File: config.mk
export PLATFORM = sky130hd
export DESIGN_NAME = source_lexer
export DESIGN_NICKNAME = d
export VERILOG_FILES = /design/src/rtl/slx_pkg.sv /design/src/rtl/slx_front.sv /design/src/rtl/slx_fifo.sv /design/src/rtl/slx_back.sv /design/src/rtl/source_lexer.sv
export SDC_FILE = /design/constraint.sdc
export NUM_CORES = 1
export LEC_CHECK = 0
export ABC_CLOCK_PERIOD_IN_PS = 7700
export BUFFER_PORTS_ARGS = -buffer_cell sky130_fd_sc_hd__buf_4
export CAP_MARGIN = 20
export CORE_UTILIZATION = 27
export DETAILED_ROUTE_END_ITERATION = 10
export SLEW_MARGIN = 10
export SYNTH_ARGS = -nofsm -noshare
export SYNTH_HDL_FRONTEND = slang
export SYNTH_HIERARCHICAL = 1
export SYNTH_SLANG_ARGS = --single-unit
File: constraint.sdc
create_clock -name clk -period 7.7 [get_ports clk]
set_input_delay 1.54 -clock clk [delete_from_list [all_inputs] [get_ports clk]]
set_output_delay 1.54 -clock clk [all_outputs]
set_load 0.05 [all_outputs]
File: src/rtl/slx_pkg.sv
package slx_pkg;

	// Default width of the line counter
	localparam int LINE_BITS_DEF = 24;
	// Width of the line number carried with each result
	localparam int LINE_OUT_W    = 24;

	// Request queue between the front and back parts
	localparam int FIFO_DEPTH = 4;
	localparam int PTR_W      = $clog2(FIFO_DEPTH);
	localparam int CNT_W      = $clog2(FIFO_DEPTH + 1);

	// Lexer modes
	typedef enum logic [2:0] {
		MODE_EMPTY = 3'd0,
		MODE_STR   = 3'd1,
		MODE_CHR   = 3'd2,
		MODE_NUM   = 3'd3,
		MODE_IDENT = 3'd4,
		MODE_RES   = 3'd5
	} lex_mode_t;

	// Token kinds
	localparam logic [3:0] KIND_STR     = 4'd0;
	localparam logic [3:0] KIND_CHR     = 4'd1;
	localparam logic [3:0] KIND_INT     = 4'd2;
	localparam logic [3:0] KIND_LCURLY  = 4'd3;
	localparam logic [3:0] KIND_RCURLY  = 4'd4;
	localparam logic [3:0] KIND_LPAREN  = 4'd5;
	localparam logic [3:0] KIND_RPAREN  = 4'd6;
	localparam logic [3:0] KIND_SEMI    = 4'd7;
	localparam logic [3:0] KIND_COLON   = 4'd8;
	localparam logic [3:0] KIND_OPER    = 4'd9;
	localparam logic [3:0] KIND_IDENT   = 4'd10;
	localparam logic [3:0] KIND_COMMA   = 4'd11;
	localparam logic [3:0] KIND_DOT     = 4'd12;
	localparam logic [3:0] KIND_LBRACK  = 4'd13;
	localparam logic [3:0] KIND_RBRACK  = 4'd14;

	// Character codes
	localparam logic [7:0] CH_BSLASH = 8'h5C;
	localparam logic [7:0] CH_DQUOTE = 8'h22;
	localparam logic [7:0] CH_SQUOTE = 8'h27;
	localparam logic [7:0] CH_MINUS  = 8'h2D;
	localparam logic [7:0] CH_GT     = 8'h3E;
	localparam logic [7:0] CH_LT     = 8'h3C;
	localparam logic [7:0] CH_EQ     = 8'h3D;
	localparam logic [7:0] CH_PLUS   = 8'h2B;
	localparam logic [7:0] CH_STAR   = 8'h2A;
	localparam logic [7:0] CH_SLASH  = 8'h2F;
	localparam logic [7:0] CH_NL     = 8'h0A;
	localparam logic [7:0] CH_TAB    = 8'h09;
	localparam logic [7:0] CH_CR     = 8'h0D;
	localparam logic [7:0] CH_SPACE  = 8'h20;
	localparam logic [7:0] CH_ZERO   = 8'h30;
	localparam logic [7:0] CH_NINE   = 8'h39;
	localparam logic [7:0] CH_LOW_T  = 8'h74;
	localparam logic [7:0] CH_LOW_N  = 8'h6E;
	localparam logic [7:0] CH_NUL    = 8'h00;
	localparam logic [7:0] CH_LPAREN = 8'h28;
	localparam logic [7:0] CH_RPAREN = 8'h29;
	localparam logic [7:0] CH_LCURLY = 8'h7B;
	localparam logic [7:0] CH_RCURLY = 8'h7D;
	localparam logic [7:0] CH_SEMI   = 8'h3B;
	localparam logic [7:0] CH_COLON  = 8'h3A;
	localparam logic [7:0] CH_COMMA  = 8'h2C;
	localparam logic [7:0] CH_DOT    = 8'h2E;
	localparam logic [7:0] CH_LBRACK = 8'h5B;
	localparam logic [7:0] CH_RBRACK = 8'h5D;

	// One request: one or two result characters of the same kind
	typedef struct packed {
		logic                  two;     // ch_a then ch_b, ch_b closes the token
		logic [7:0]            ch_a;
		logic [7:0]            ch_b;
		logic [3:0]            kind;
		logic                  end_a;   // end mark of ch_a when single
		logic                  error;
		logic [LINE_OUT_W-1:0] line;
	} req_t;

	function automatic logic is_space(input logic [7:0] c);
		return (c == CH_SPACE) || (c == CH_NL) || (c == CH_TAB) || (c == CH_CR);
	endfunction

	function automatic logic is_digit(input logic [7:0] c);
		return (c >= CH_ZERO) && (c <= CH_NINE);
	endfunction

	function automatic logic is_res(input logic [7:0] c);
		return (c == CH_LPAREN) || (c == CH_RPAREN) || (c == CH_PLUS) ||
			(c == CH_MINUS) || (c == CH_STAR) || (c == CH_SLASH) ||
			(c == CH_LCURLY) || (c == CH_RCURLY) || (c == CH_SEMI) ||
			(c == CH_DOT) || (c == CH_LBRACK) || (c == CH_RBRACK) ||
			(c == CH_LT) || (c == CH_EQ) || (c == CH_GT) ||
			(c == CH_COLON) || (c == CH_COMMA);
	endfunction

	function automatic logic [3:0] res_kind(input logic [7:0] c);
		logic [3:0] k;
		case (c)
			CH_LCURLY: k = KIND_LCURLY;
			CH_RCURLY: k = KIND_RCURLY;
			CH_LPAREN: k = KIND_LPAREN;
			CH_RPAREN: k = KIND_RPAREN;
			CH_SEMI:   k = KIND_SEMI;
			CH_COLON:  k = KIND_COLON;
			CH_COMMA:  k = KIND_COMMA;
			CH_DOT:    k = KIND_DOT;
			CH_LBRACK: k = KIND_LBRACK;
			CH_RBRACK: k = KIND_RBRACK;
			default:   k = KIND_OPER;
		endcase
		return k;
	endfunction

	// Second character that turns a reserved character into a two-character operator
	function automatic logic joins(input logic [7:0] first, input logic [7:0] nxt);
		return ((first == CH_MINUS) && (nxt == CH_GT)) ||
			((nxt == CH_EQ) && ((first == CH_PLUS) || (first == CH_MINUS) ||
			(first == CH_SLASH) || (first == CH_STAR) || (first == CH_EQ) ||
			(first == CH_LT) || (first == CH_GT)));
	endfunction

	function automatic logic esc_known(input logic [7:0] c);
		return (c == CH_LOW_T) || (c == CH_LOW_N) || (c == CH_DQUOTE) || (c == CH_ZERO);
	endfunction

	function automatic logic [7:0] esc_xlate(input logic [7:0] c);
		logic [7:0] r;
		case (c)
			CH_LOW_T: r = CH_TAB;
			CH_LOW_N: r = CH_NL;
			CH_ZERO:  r = CH_NUL;
			default:  r = c;
		endcase
		return r;
	endfunction

endpackage

File: src/rtl/slx_front.sv
module slx_front
	import slx_pkg::*;
#(
	parameter int LINE_BITS = LINE_BITS_DEF
) (
	input  logic       clk,
	input  logic       arst_n,
	input  logic       accept,
	input  logic       op,
	input  logic [7:0] ch,
	output logic       push,
	output req_t       push_req
);

	localparam int LINE_EXT_W = (LINE_BITS > LINE_OUT_W) ? LINE_BITS : LINE_OUT_W;

	lex_mode_t            mode_q, mode_d;
	logic                 esc_q, esc_d;
	logic [7:0]           held_char_q, held_char_d;
	logic [3:0]           held_kind_q, held_kind_d;
	logic                 held_valid_q, held_valid_d;
	logic [LINE_BITS-1:0] line_q, line_d;
	logic [LINE_EXT_W-1:0] line_ext;

	lex_mode_t  st_mode;
	logic       st_hold;
	logic [3:0] st_kind;
	logic [7:0] lit_close;
	logic       c_space, c_digit, c_res, c_join, c_esc;

	assign c_space   = is_space(ch);
	assign c_digit   = is_digit(ch);
	assign c_res     = is_res(ch);
	assign c_join    = joins(held_char_q, ch);
	assign c_esc     = esc_known(ch);
	assign lit_close = (mode_q == MODE_STR) ? CH_DQUOTE : CH_SQUOTE;

	// Classify a byte that opens a new token
	always_comb begin
		st_mode = MODE_EMPTY;
		st_hold = 1'b1;
		st_kind = KIND_IDENT;
		priority if (c_space) begin
			st_hold = 1'b0;
		end else if (ch == CH_DQUOTE) begin
			st_mode = MODE_STR;
			st_kind = KIND_STR;
		end else if (ch == CH_SQUOTE) begin
			st_mode = MODE_CHR;
			st_kind = KIND_CHR;
		end else if (c_digit) begin
			st_mode = MODE_NUM;
			st_kind = KIND_INT;
		end else if (c_res) begin
			st_mode = MODE_RES;
			st_kind = res_kind(ch);
		end else begin
			st_mode = MODE_IDENT;
		end
	end

	// Next state of the lexer
	always_comb begin
		mode_d       = mode_q;
		esc_d        = esc_q;
		held_char_d  = held_char_q;
		held_kind_d  = held_kind_q;
		held_valid_d = held_valid_q;
		line_d       = line_q;
		if (accept) begin
			if (op) begin
				mode_d       = MODE_EMPTY;
				esc_d        = 1'b0;
				held_valid_d = 1'b0;
			end else begin
				if ((ch == CH_NL) && (line_q != {LINE_BITS{1'b1}})) begin
					line_d = line_q + 1'b1;
				end
				unique case (mode_q)
					MODE_STR, MODE_CHR: begin
						if (esc_q) begin
							esc_d = 1'b0;
							if (c_esc) begin
								held_char_d = esc_xlate(ch);
							end
						end else if (ch == CH_BSLASH) begin
							esc_d = 1'b1;
						end else if (ch == lit_close) begin
							mode_d       = MODE_EMPTY;
							held_valid_d = 1'b0;
						end else begin
							held_char_d = ch;
						end
					end
					MODE_NUM, MODE_IDENT, MODE_RES: begin
						if ((mode_q == MODE_NUM) && c_digit) begin
							held_char_d = ch;
						end else if ((mode_q == MODE_IDENT) && !(c_space || c_res)) begin
							held_char_d = ch;
						end else if ((mode_q == MODE_RES) && c_join) begin
							mode_d       = MODE_EMPTY;
							held_valid_d = 1'b0;
						end else begin
							// token closed: handle the byte as a fresh start
							mode_d       = st_mode;
							esc_d        = 1'b0;
							held_valid_d = st_hold;
							held_char_d  = ch;
							held_kind_d  = st_kind;
						end
					end
					default: begin
						mode_d       = st_mode;
						esc_d        = 1'b0;
						held_valid_d = st_hold;
						held_char_d  = ch;
						held_kind_d  = st_kind;
					end
				endcase
			end
		end
	end

	assign line_ext = LINE_EXT_W'(line_d);

	// Request to the back part
	always_comb begin
		push           = 1'b0;
		push_req.two   = 1'b0;
		push_req.ch_a  = held_char_q;
		push_req.ch_b  = ch;
		push_req.kind  = held_kind_q;
		push_req.end_a = 1'b1;
		push_req.error = 1'b0;
		push_req.line  = line_ext[LINE_OUT_W-1:0];
		if (accept) begin
			if (op) begin
				push           = (mode_q != MODE_EMPTY);
				push_req.error = (mode_q != MODE_RES);
			end else begin
				unique case (mode_q)
					MODE_STR, MODE_CHR: begin
						if (esc_q) begin
							push           = c_esc;
							push_req.end_a = 1'b0;
						end else if (ch != CH_BSLASH) begin
							push           = 1'b1;
							push_req.two   = (ch == lit_close);
							push_req.end_a = 1'b0;
						end
					end
					MODE_NUM: begin
						push           = 1'b1;
						push_req.end_a = !c_digit;
					end
					MODE_IDENT: begin
						push           = 1'b1;
						push_req.end_a = c_space || c_res;
					end
					MODE_RES: begin
						push           = 1'b1;
						push_req.two   = c_join;
						push_req.end_a = !c_join;
					end
					default: begin
						push = 1'b0;
					end
				endcase
			end
		end
	end

	// Hold lexer state
	always_ff @(posedge clk or negedge arst_n) begin
		if (!arst_n) begin
			mode_q       <= MODE_EMPTY;
			esc_q        <= 1'b0;
			held_char_q  <= '0;
			held_kind_q  <= '0;
			held_valid_q <= 1'b0;
			line_q       <= LINE_BITS'(1);
		end else begin
			mode_q       <= mode_d;
			esc_q        <= esc_d;
			held_char_q  <= held_char_d;
			held_kind_q  <= held_kind_d;
			held_valid_q <= held_valid_d;
			line_q       <= line_d;
		end
	end

	a_held_in_token: assert property (@(posedge clk) disable iff (!arst_n)
		(mode_q != MODE_EMPTY) |-> held_valid_q)
		else $error("open token without a held character");

	a_held_empty: assert property (@(posedge clk) disable iff (!arst_n)
		(mode_q == MODE_EMPTY) |-> (!held_valid_q && !esc_q))
		else $error("held character or escape left in empty mode");

	a_esc_literal: assert property (@(posedge clk) disable iff (!arst_n)
		esc_q |-> ((mode_q == MODE_STR) || (mode_q == MODE_CHR)))
		else $error("escape pending outside a literal");

endmodule

File: src/rtl/slx_fifo.sv
module slx_fifo
	import slx_pkg::*;
(
	input  logic clk,
	input  logic arst_n,
	input  logic push,
	input  req_t push_req,
	output logic full,
	input  logic pop,
	output req_t head,
	output logic not_empty
);

	req_t             mem_q [FIFO_DEPTH];
	logic [PTR_W-1:0] wr_ptr_q, rd_ptr_q;
	logic [CNT_W-1:0] count_q;

	function automatic logic [PTR_W-1:0] advance(input logic [PTR_W-1:0] p);
		return (p == PTR_W'(FIFO_DEPTH - 1)) ? '0 : p + 1'b1;
	endfunction

	assign full      = (count_q == CNT_W'(FIFO_DEPTH));
	assign not_empty = (count_q != '0);
	assign head      = mem_q[rd_ptr_q];

	// Store the pushed request
	always_ff @(posedge clk) begin
		if (push) begin
			mem_q[wr_ptr_q] <= push_req;
		end
	end

	// Advance pointers and fill count
	always_ff @(posedge clk or negedge arst_n) begin
		if (!arst_n) begin
			wr_ptr_q <= '0;
			rd_ptr_q <= '0;
			count_q  <= '0;
		end else begin
			if (push) begin
				wr_ptr_q <= advance(wr_ptr_q);
			end
			if (pop) begin
				rd_ptr_q <= advance(rd_ptr_q);
			end
			if (push && !pop) begin
				count_q <= count_q + 1'b1;
			end else if (pop && !push) begin
				count_q <= count_q - 1'b1;
			end
		end
	end

	a_no_overflow: assert property (@(posedge clk) disable iff (!arst_n)
		full |-> !push)
		else $error("push into a full request queue");

	a_no_underflow: assert property (@(posedge clk) disable iff (!arst_n)
		!not_empty |-> !pop)
		else $error("pop from an empty request queue");

endmodule

File: src/rtl/slx_back.sv
module slx_back
	import slx_pkg::*;
(
	input  logic                  clk,
	input  logic                  arst_n,
	input  logic                  q_valid,
	input  req_t                  q_head,
	output logic                  q_pop,
	output logic                  out_valid,
	input  logic                  out_ready,
	output logic [7:0]            out_char,
	output logic [3:0]            out_kind,
	output logic                  out_end,
	output logic [LINE_OUT_W-1:0] out_line,
	output logic                  out_error
);

	logic                  valid_q;
	logic                  sel_q;
	logic [7:0]            char_q;
	logic [3:0]            kind_q;
	logic                  end_q;
	logic [LINE_OUT_W-1:0] line_q;
	logic                  error_q;
	logic                  load;
	logic                  first_of_two;

	assign load         = q_valid && (!valid_q || out_ready);
	assign first_of_two = q_head.two && !sel_q;
	assign q_pop        = load && !first_of_two;

	assign out_valid = valid_q;
	assign out_char  = char_q;
	assign out_kind  = kind_q;
	assign out_end   = end_q;
	assign out_line  = line_q;
	assign out_error = error_q;

	// Load the output register from the head request
	always_ff @(posedge clk) begin
		if (load) begin
			kind_q <= q_head.kind;
			line_q <= q_head.line;
			if (first_of_two) begin
				char_q  <= q_head.ch_a;
				end_q   <= 1'b0;
				error_q <= 1'b0;
			end else if (sel_q) begin
				char_q  <= q_head.ch_b;
				end_q   <= 1'b1;
				error_q <= 1'b0;
			end else begin
				char_q  <= q_head.ch_a;
				end_q   <= q_head.end_a;
				error_q <= q_head.error;
			end
		end
	end

	// Track output valid and the half of a two-character request
	always_ff @(posedge clk or negedge arst_n) begin
		if (!arst_n) begin
			valid_q <= 1'b0;
			sel_q   <= 1'b0;
		end else begin
			if (load) begin
				valid_q <= 1'b1;
				sel_q   <= first_of_two;
			end else if (out_ready) begin
				valid_q <= 1'b0;
			end
		end
	end

	a_second_half: assert property (@(posedge clk) disable iff (!arst_n)
		sel_q |-> (q_valid && q_head.two))
		else $error("second character pending without a two-character request");

endmodule

File: src/rtl/source_lexer.sv
// Channel   Dir  Bus fields                                   Handshake
// s_axis    in   tdata[7:0] ch; tuser[0] op (1 = end of input) tvalid/tready
// m_axis    out  tdata[7:0] text_char, tdata[31:8] line_number;
//                tuser[3:0] kind, tuser[4] error; tlast token_end tvalid/tready
//
// A source byte is accepted whenever the request queue has room;
// the front part decides all results of the byte in the cycle that accepts it.
// Each accepted byte yields zero, one or two result characters; the back part
// sends one result per cycle while m_axis_tready is high, so output bandwidth sets the sustained rate.
// A result passes through the request queue and then the output register before it is valid on m_axis.
// Reset clears the lexer state, the queue and the output register; line count
// restarts at 1. A stalled m_axis side backs up through the queue to s_axis.
module source_lexer
	import slx_pkg::*;
#(
	parameter int LINE_BITS = LINE_BITS_DEF
) (
	input  logic        clk,
	input  logic        arst_n,
	input  logic        s_axis_tvalid,
	output logic        s_axis_tready,
	input  logic [7:0]  s_axis_tdata,   // [7:0] ch
	input  logic [0:0]  s_axis_tuser,   // [0] op
	output logic        m_axis_tvalid,
	input  logic        m_axis_tready,
	output logic [31:0] m_axis_tdata,   // [7:0] text_char, [31:8] line_number
	output logic [4:0]  m_axis_tuser,   // [3:0] kind, [4] error
	output logic        m_axis_tlast
);

	logic                  accept;
	logic                  push;
	req_t                  push_req;
	logic                  q_full;
	logic                  q_pop;
	req_t                  q_head;
	logic                  q_valid;
	logic [7:0]            out_char;
	logic [3:0]            out_kind;
	logic [LINE_OUT_W-1:0] out_line;
	logic                  out_error;

	assign s_axis_tready = !q_full;
	assign accept        = s_axis_tvalid && !q_full;

	slx_front #(
		.LINE_BITS(LINE_BITS)
	) u_front (
		.clk      (clk),
		.arst_n   (arst_n),
		.accept   (accept),
		.op       (s_axis_tuser[0]),
		.ch       (s_axis_tdata),
		.push     (push),
		.push_req (push_req)
	);

	slx_fifo u_fifo (
		.clk       (clk),
		.arst_n    (arst_n),
		.push      (push),
		.push_req  (push_req),
		.full      (q_full),
		.pop       (q_pop),
		.head      (q_head),
		.not_empty (q_valid)
	);

	slx_back u_back (
		.clk       (clk),
		.arst_n    (arst_n),
		.q_valid   (q_valid),
		.q_head    (q_head),
		.q_pop     (q_pop),
		.out_valid (m_axis_tvalid),
		.out_ready (m_axis_tready),
		.out_char  (out_char),
		.out_kind  (out_kind),
		.out_end   (m_axis_tlast),
		.out_line  (out_line),
		.out_error (out_error)
	);

	// Pack the result fields
	assign m_axis_tdata = {out_line, out_char};
	assign m_axis_tuser = {out_error, out_kind};

endmodule

==> impl_metrics.ini <==
[outcome]
run_status = completed

[worst_hold_path]
class_of_the_most_critical_hold_timing_path = reg2reg

[synth]
proportion_of_synthesized_area_in_mux_cells_pct = 12.6
synth_edf_count = 226
syn_nets = 661
yosys.area_share.xor_xnor_pct = 2.08
synth_area_leader_cell = edfxtp_1
synth_compound_area_share_pct = 3.10
library_cell_with_the_highest_instance_count_after_synthesis = edfxtp_1
synth_async_sr_flop_share_pct = 17.8
yosys_most_used_dff = edfxtp_1
yosys.area.top_type_share_pct = 59.7
yosys-top-cells-count = edfxtp_1, dfrtp_1, mux4_2, nand2_1, nor2_1
synth_simple_gate_area_share_pct = 7.92
synth_top_area_cells = edfxtp_1, dfrtp_1, mux4_2, mux2_4, xor2_1
syn-cell-area_um2 = 11400
largest_family_of_logic_cells_by_synthesized_area = multiplexers
synth_fa_ha_area_share_pct = 0.946
yosysWarningCount = 6
avgSynthCellArea_um2 = 17.8
syn-instance-count = 640
ys_seq_area_share_pct = 70.5
postSynthRegisterBits = 275
yosys.cell_types.count = 75

[cells_and_area]
postLayoutCellArea_um2 = 13200
seqCellArea_um2 = 8020
multi_input_comb_area_um2 = 3030
synthToLayoutAreaGrowth_pct = 16.0
net_count_reported_at_finish = 716
n_antenna_cell = 0
filler_cell_count = 3945
share_of_post_route_cells_with_drive_strength_above_1_pct = 26.4
post_layout_nonfiller_instances = 1249

[power]
pwr_density_cell_nw_per_um2 = 373
cell_leakage_power_nw = 4.65
worst_ir_drop_vdd_uv = 178

[timing]
max_freq_mhz = 231
rsz0062_at_grt = false
final-hold-violation-count = 0
layout_min_cycle_time_ns = 4.33
setup_tns_ns = 0
tightestPinTransition_ns = 0.980
tightest_slew_margin_relative_to_the_limit_pct = 34.7
fin_worst_skew_ns = 0.0188
fin_ws_ns = 3.37
finalSetupViolations = 0
period_share_pct = 56.3
hold_slack_ns = 0.486
drv_slew = 0

[global_route]
grt_pass1_vias = 5946
grt_first_pass_wirelength_mm = 35.3
antenna_found_initial = 0
groute.usage.overall_pct = 10.5
gr-total-overflow = 0
maximum_number_of_pins_on_one_net_before_global_route_repair = 50

[worst_setup_path]
crit_arrival_ns = 4.54
path_max_fanout = 27
worst-setup-path-type = in2reg
crit_path_start_kind = primary input
worst_setup_path_end_kind = register
cp_data_required_time_ns = 7.91

[floorplanning]
floorplan.rows = 74
standard_cell_core_area_um2 = 41200
die-area_um2 = 42900
die-height_um = 207
fp.dieW_um = 207
num_io_pins = 53
start_util_pct = 27.6

[clocking]
cts.path.max_buffers = 3
clock-sinks = 275
reg_clk_slew_reported_paths_ns = 0.06
tritoncts = yes
htreeDepth = 1
cts.repair_timing.setup_buffer_count = 0
cts_inserted_buffers = 28
holdBufCountCts = 0
root_buffer = clkbuf_16
clock_latency_ns = 0.55
cts-resized-gates = 0

[placement]
place_ws_ns = 2.76
place_inst = 1196
dpl-instance-area_um2 = 12200
detailedPlacementHpwl_mm = 13.7
gp_congestion = 0.802
port_buffers = 52

[route]
postRouteWirelength_mm = 22.2
drc_violation_count_after_routing = 0
antenna_violating_nets_post_route = 0
routed_wire_length_per_instance_um = 17.8
vias = 5721
dr.pass1.iters = 6
drtIter0Drc = 523
vias_per_cell = 4.58

[job]
max_cap_viol_count = 0
==> metrics by stage <==
step | power [W] | util [%]
floorplan | 0.00322 | -
detailed placement | 0.00363 | 29.7
global placement | 0.00361 | 29.7
CTS | 0.00499 | 32.0
finish | 0.00492 | 32.0
global route | 0.00516 | 32.0
==> flip-flops by register name (all words and copies together) (netlist names) <==
register             count
u_fifo/wr_ptr_q          2
u_front/held_char_q      8
u_back/out_end           1
u_back/sel_q             1
u_back/out_error         1
u_front/held_kind_q      4
u_fifo/count_q           3
u_back/out_line         24
u_fifo/rd_ptr_q          2
u_back/out_char          8
u_front/mode_q           3
u_back/out_kind          4
u_fifo/mem_q           188
u_front/esc_q            1
u_back/out_valid         1
u_front/line_q          24
==> area by class of cell <==
type / instances / share of cell area [%]
Timing Repair Buffer: 59 / 3.51
Inverter: 22 / 0.626
Sequential cell: 275 / 60.8
Tap cell: 532 / 5.05
Clock buffer: 37 / 5.88
Clock inverter: 15 / 1.19
Multi-Input combinational cell: 309 / 23.0
==> power breakdown <==
group / internal [W] / switching [W]
Sequential: 0.00199 / 0.000142
Clock: 0.000782 / 0.000563
Combinational: 0.000559 / 0.000882
==> kinds of logic (layout without fill, tap and decap cells) <==
kind of cell / after synthesis / count (layout)
adders and majority gates: 8 / 8
buffers and inverters: 56 / 133
DFF: 275 / 275
xor gates and xnor gates: 27 / 27
and+or+nand+nor: 154 / 154
muxes: 76 / 76
AOI/OAI and AO/OA: 44 / 44
==> critical path, stage by stage <==
cell and delay (ns):
buf_4 0.17, or4b_4 0.56, nor2_1 0.21, nand2_1 0.17, nand3_2 0.13, nand2_1 0.06
a31oi_1 0.18, o221a_1 0.37, and2_2 0.63, buf_4 0.49
==> cells in the final DEF (no fill, tap or decap), types with 8 or more instances in the layout <==
| master | Yosys | final |
|---|---|---|
| nor2b_1 | 8 | 8 |
| nor2_1 | 25 | 25 |
| buf_4 | 13 | 58 |
| mux2i_1 | 8 | 8 |
| clkbuf_16 | 0 | 29 |
| dfrtp_1 | 48 | 46 |
| nand2_1 | 33 | 33 |
| xor2_1 | 15 | 15 |
| edfxtp_1 | 226 | 226 |
| inv_1 | 22 | 21 |
| mux4_2 | 45 | 45 |
| nand4_1 | 13 | 13 |
| xnor2_1 | 12 | 12 |
| mux2_4 | 12 | 12 |
| nand3_1 | 14 | 14 |
==> routing by layer <==
metal	GRT usage, %	up-vias	wire [um]	part of all wire [%]
li1	-	2603	-	-
met1	14.7	2944	10200	46
met2	16.6	133	10400	47
met3	1.94	41	1000	4.5
met4	2.83	0	527	2.4
met5	0	-	0	0
==> final timing paths <==
path / start / endpoint / slack (ns) / depth (start not counted)
max: s_axis_tdata[7] / u_fifo/mem_q[1][21] / 3.37 / 10
min: u_fifo/count_q[2] / u_fifo/count_q[2] / 0.49 / 1
max reg2reg: u_fifo/count_q[2] / u_fifo/mem_q[2][17] / 4.38 / 9
min reg2reg: u_fifo/count_q[2] / u_fifo/count_q[2] / 0.49 / 1
max in group asynchronous: arst_n / u_fifo/rd_ptr_q[0] / 6.14 / 1
min in group asynchronous: arst_n / u_fifo/rd_ptr_q[1] / 1.03 / 1
Note: power is estimated with default switching activity, not from simulation.
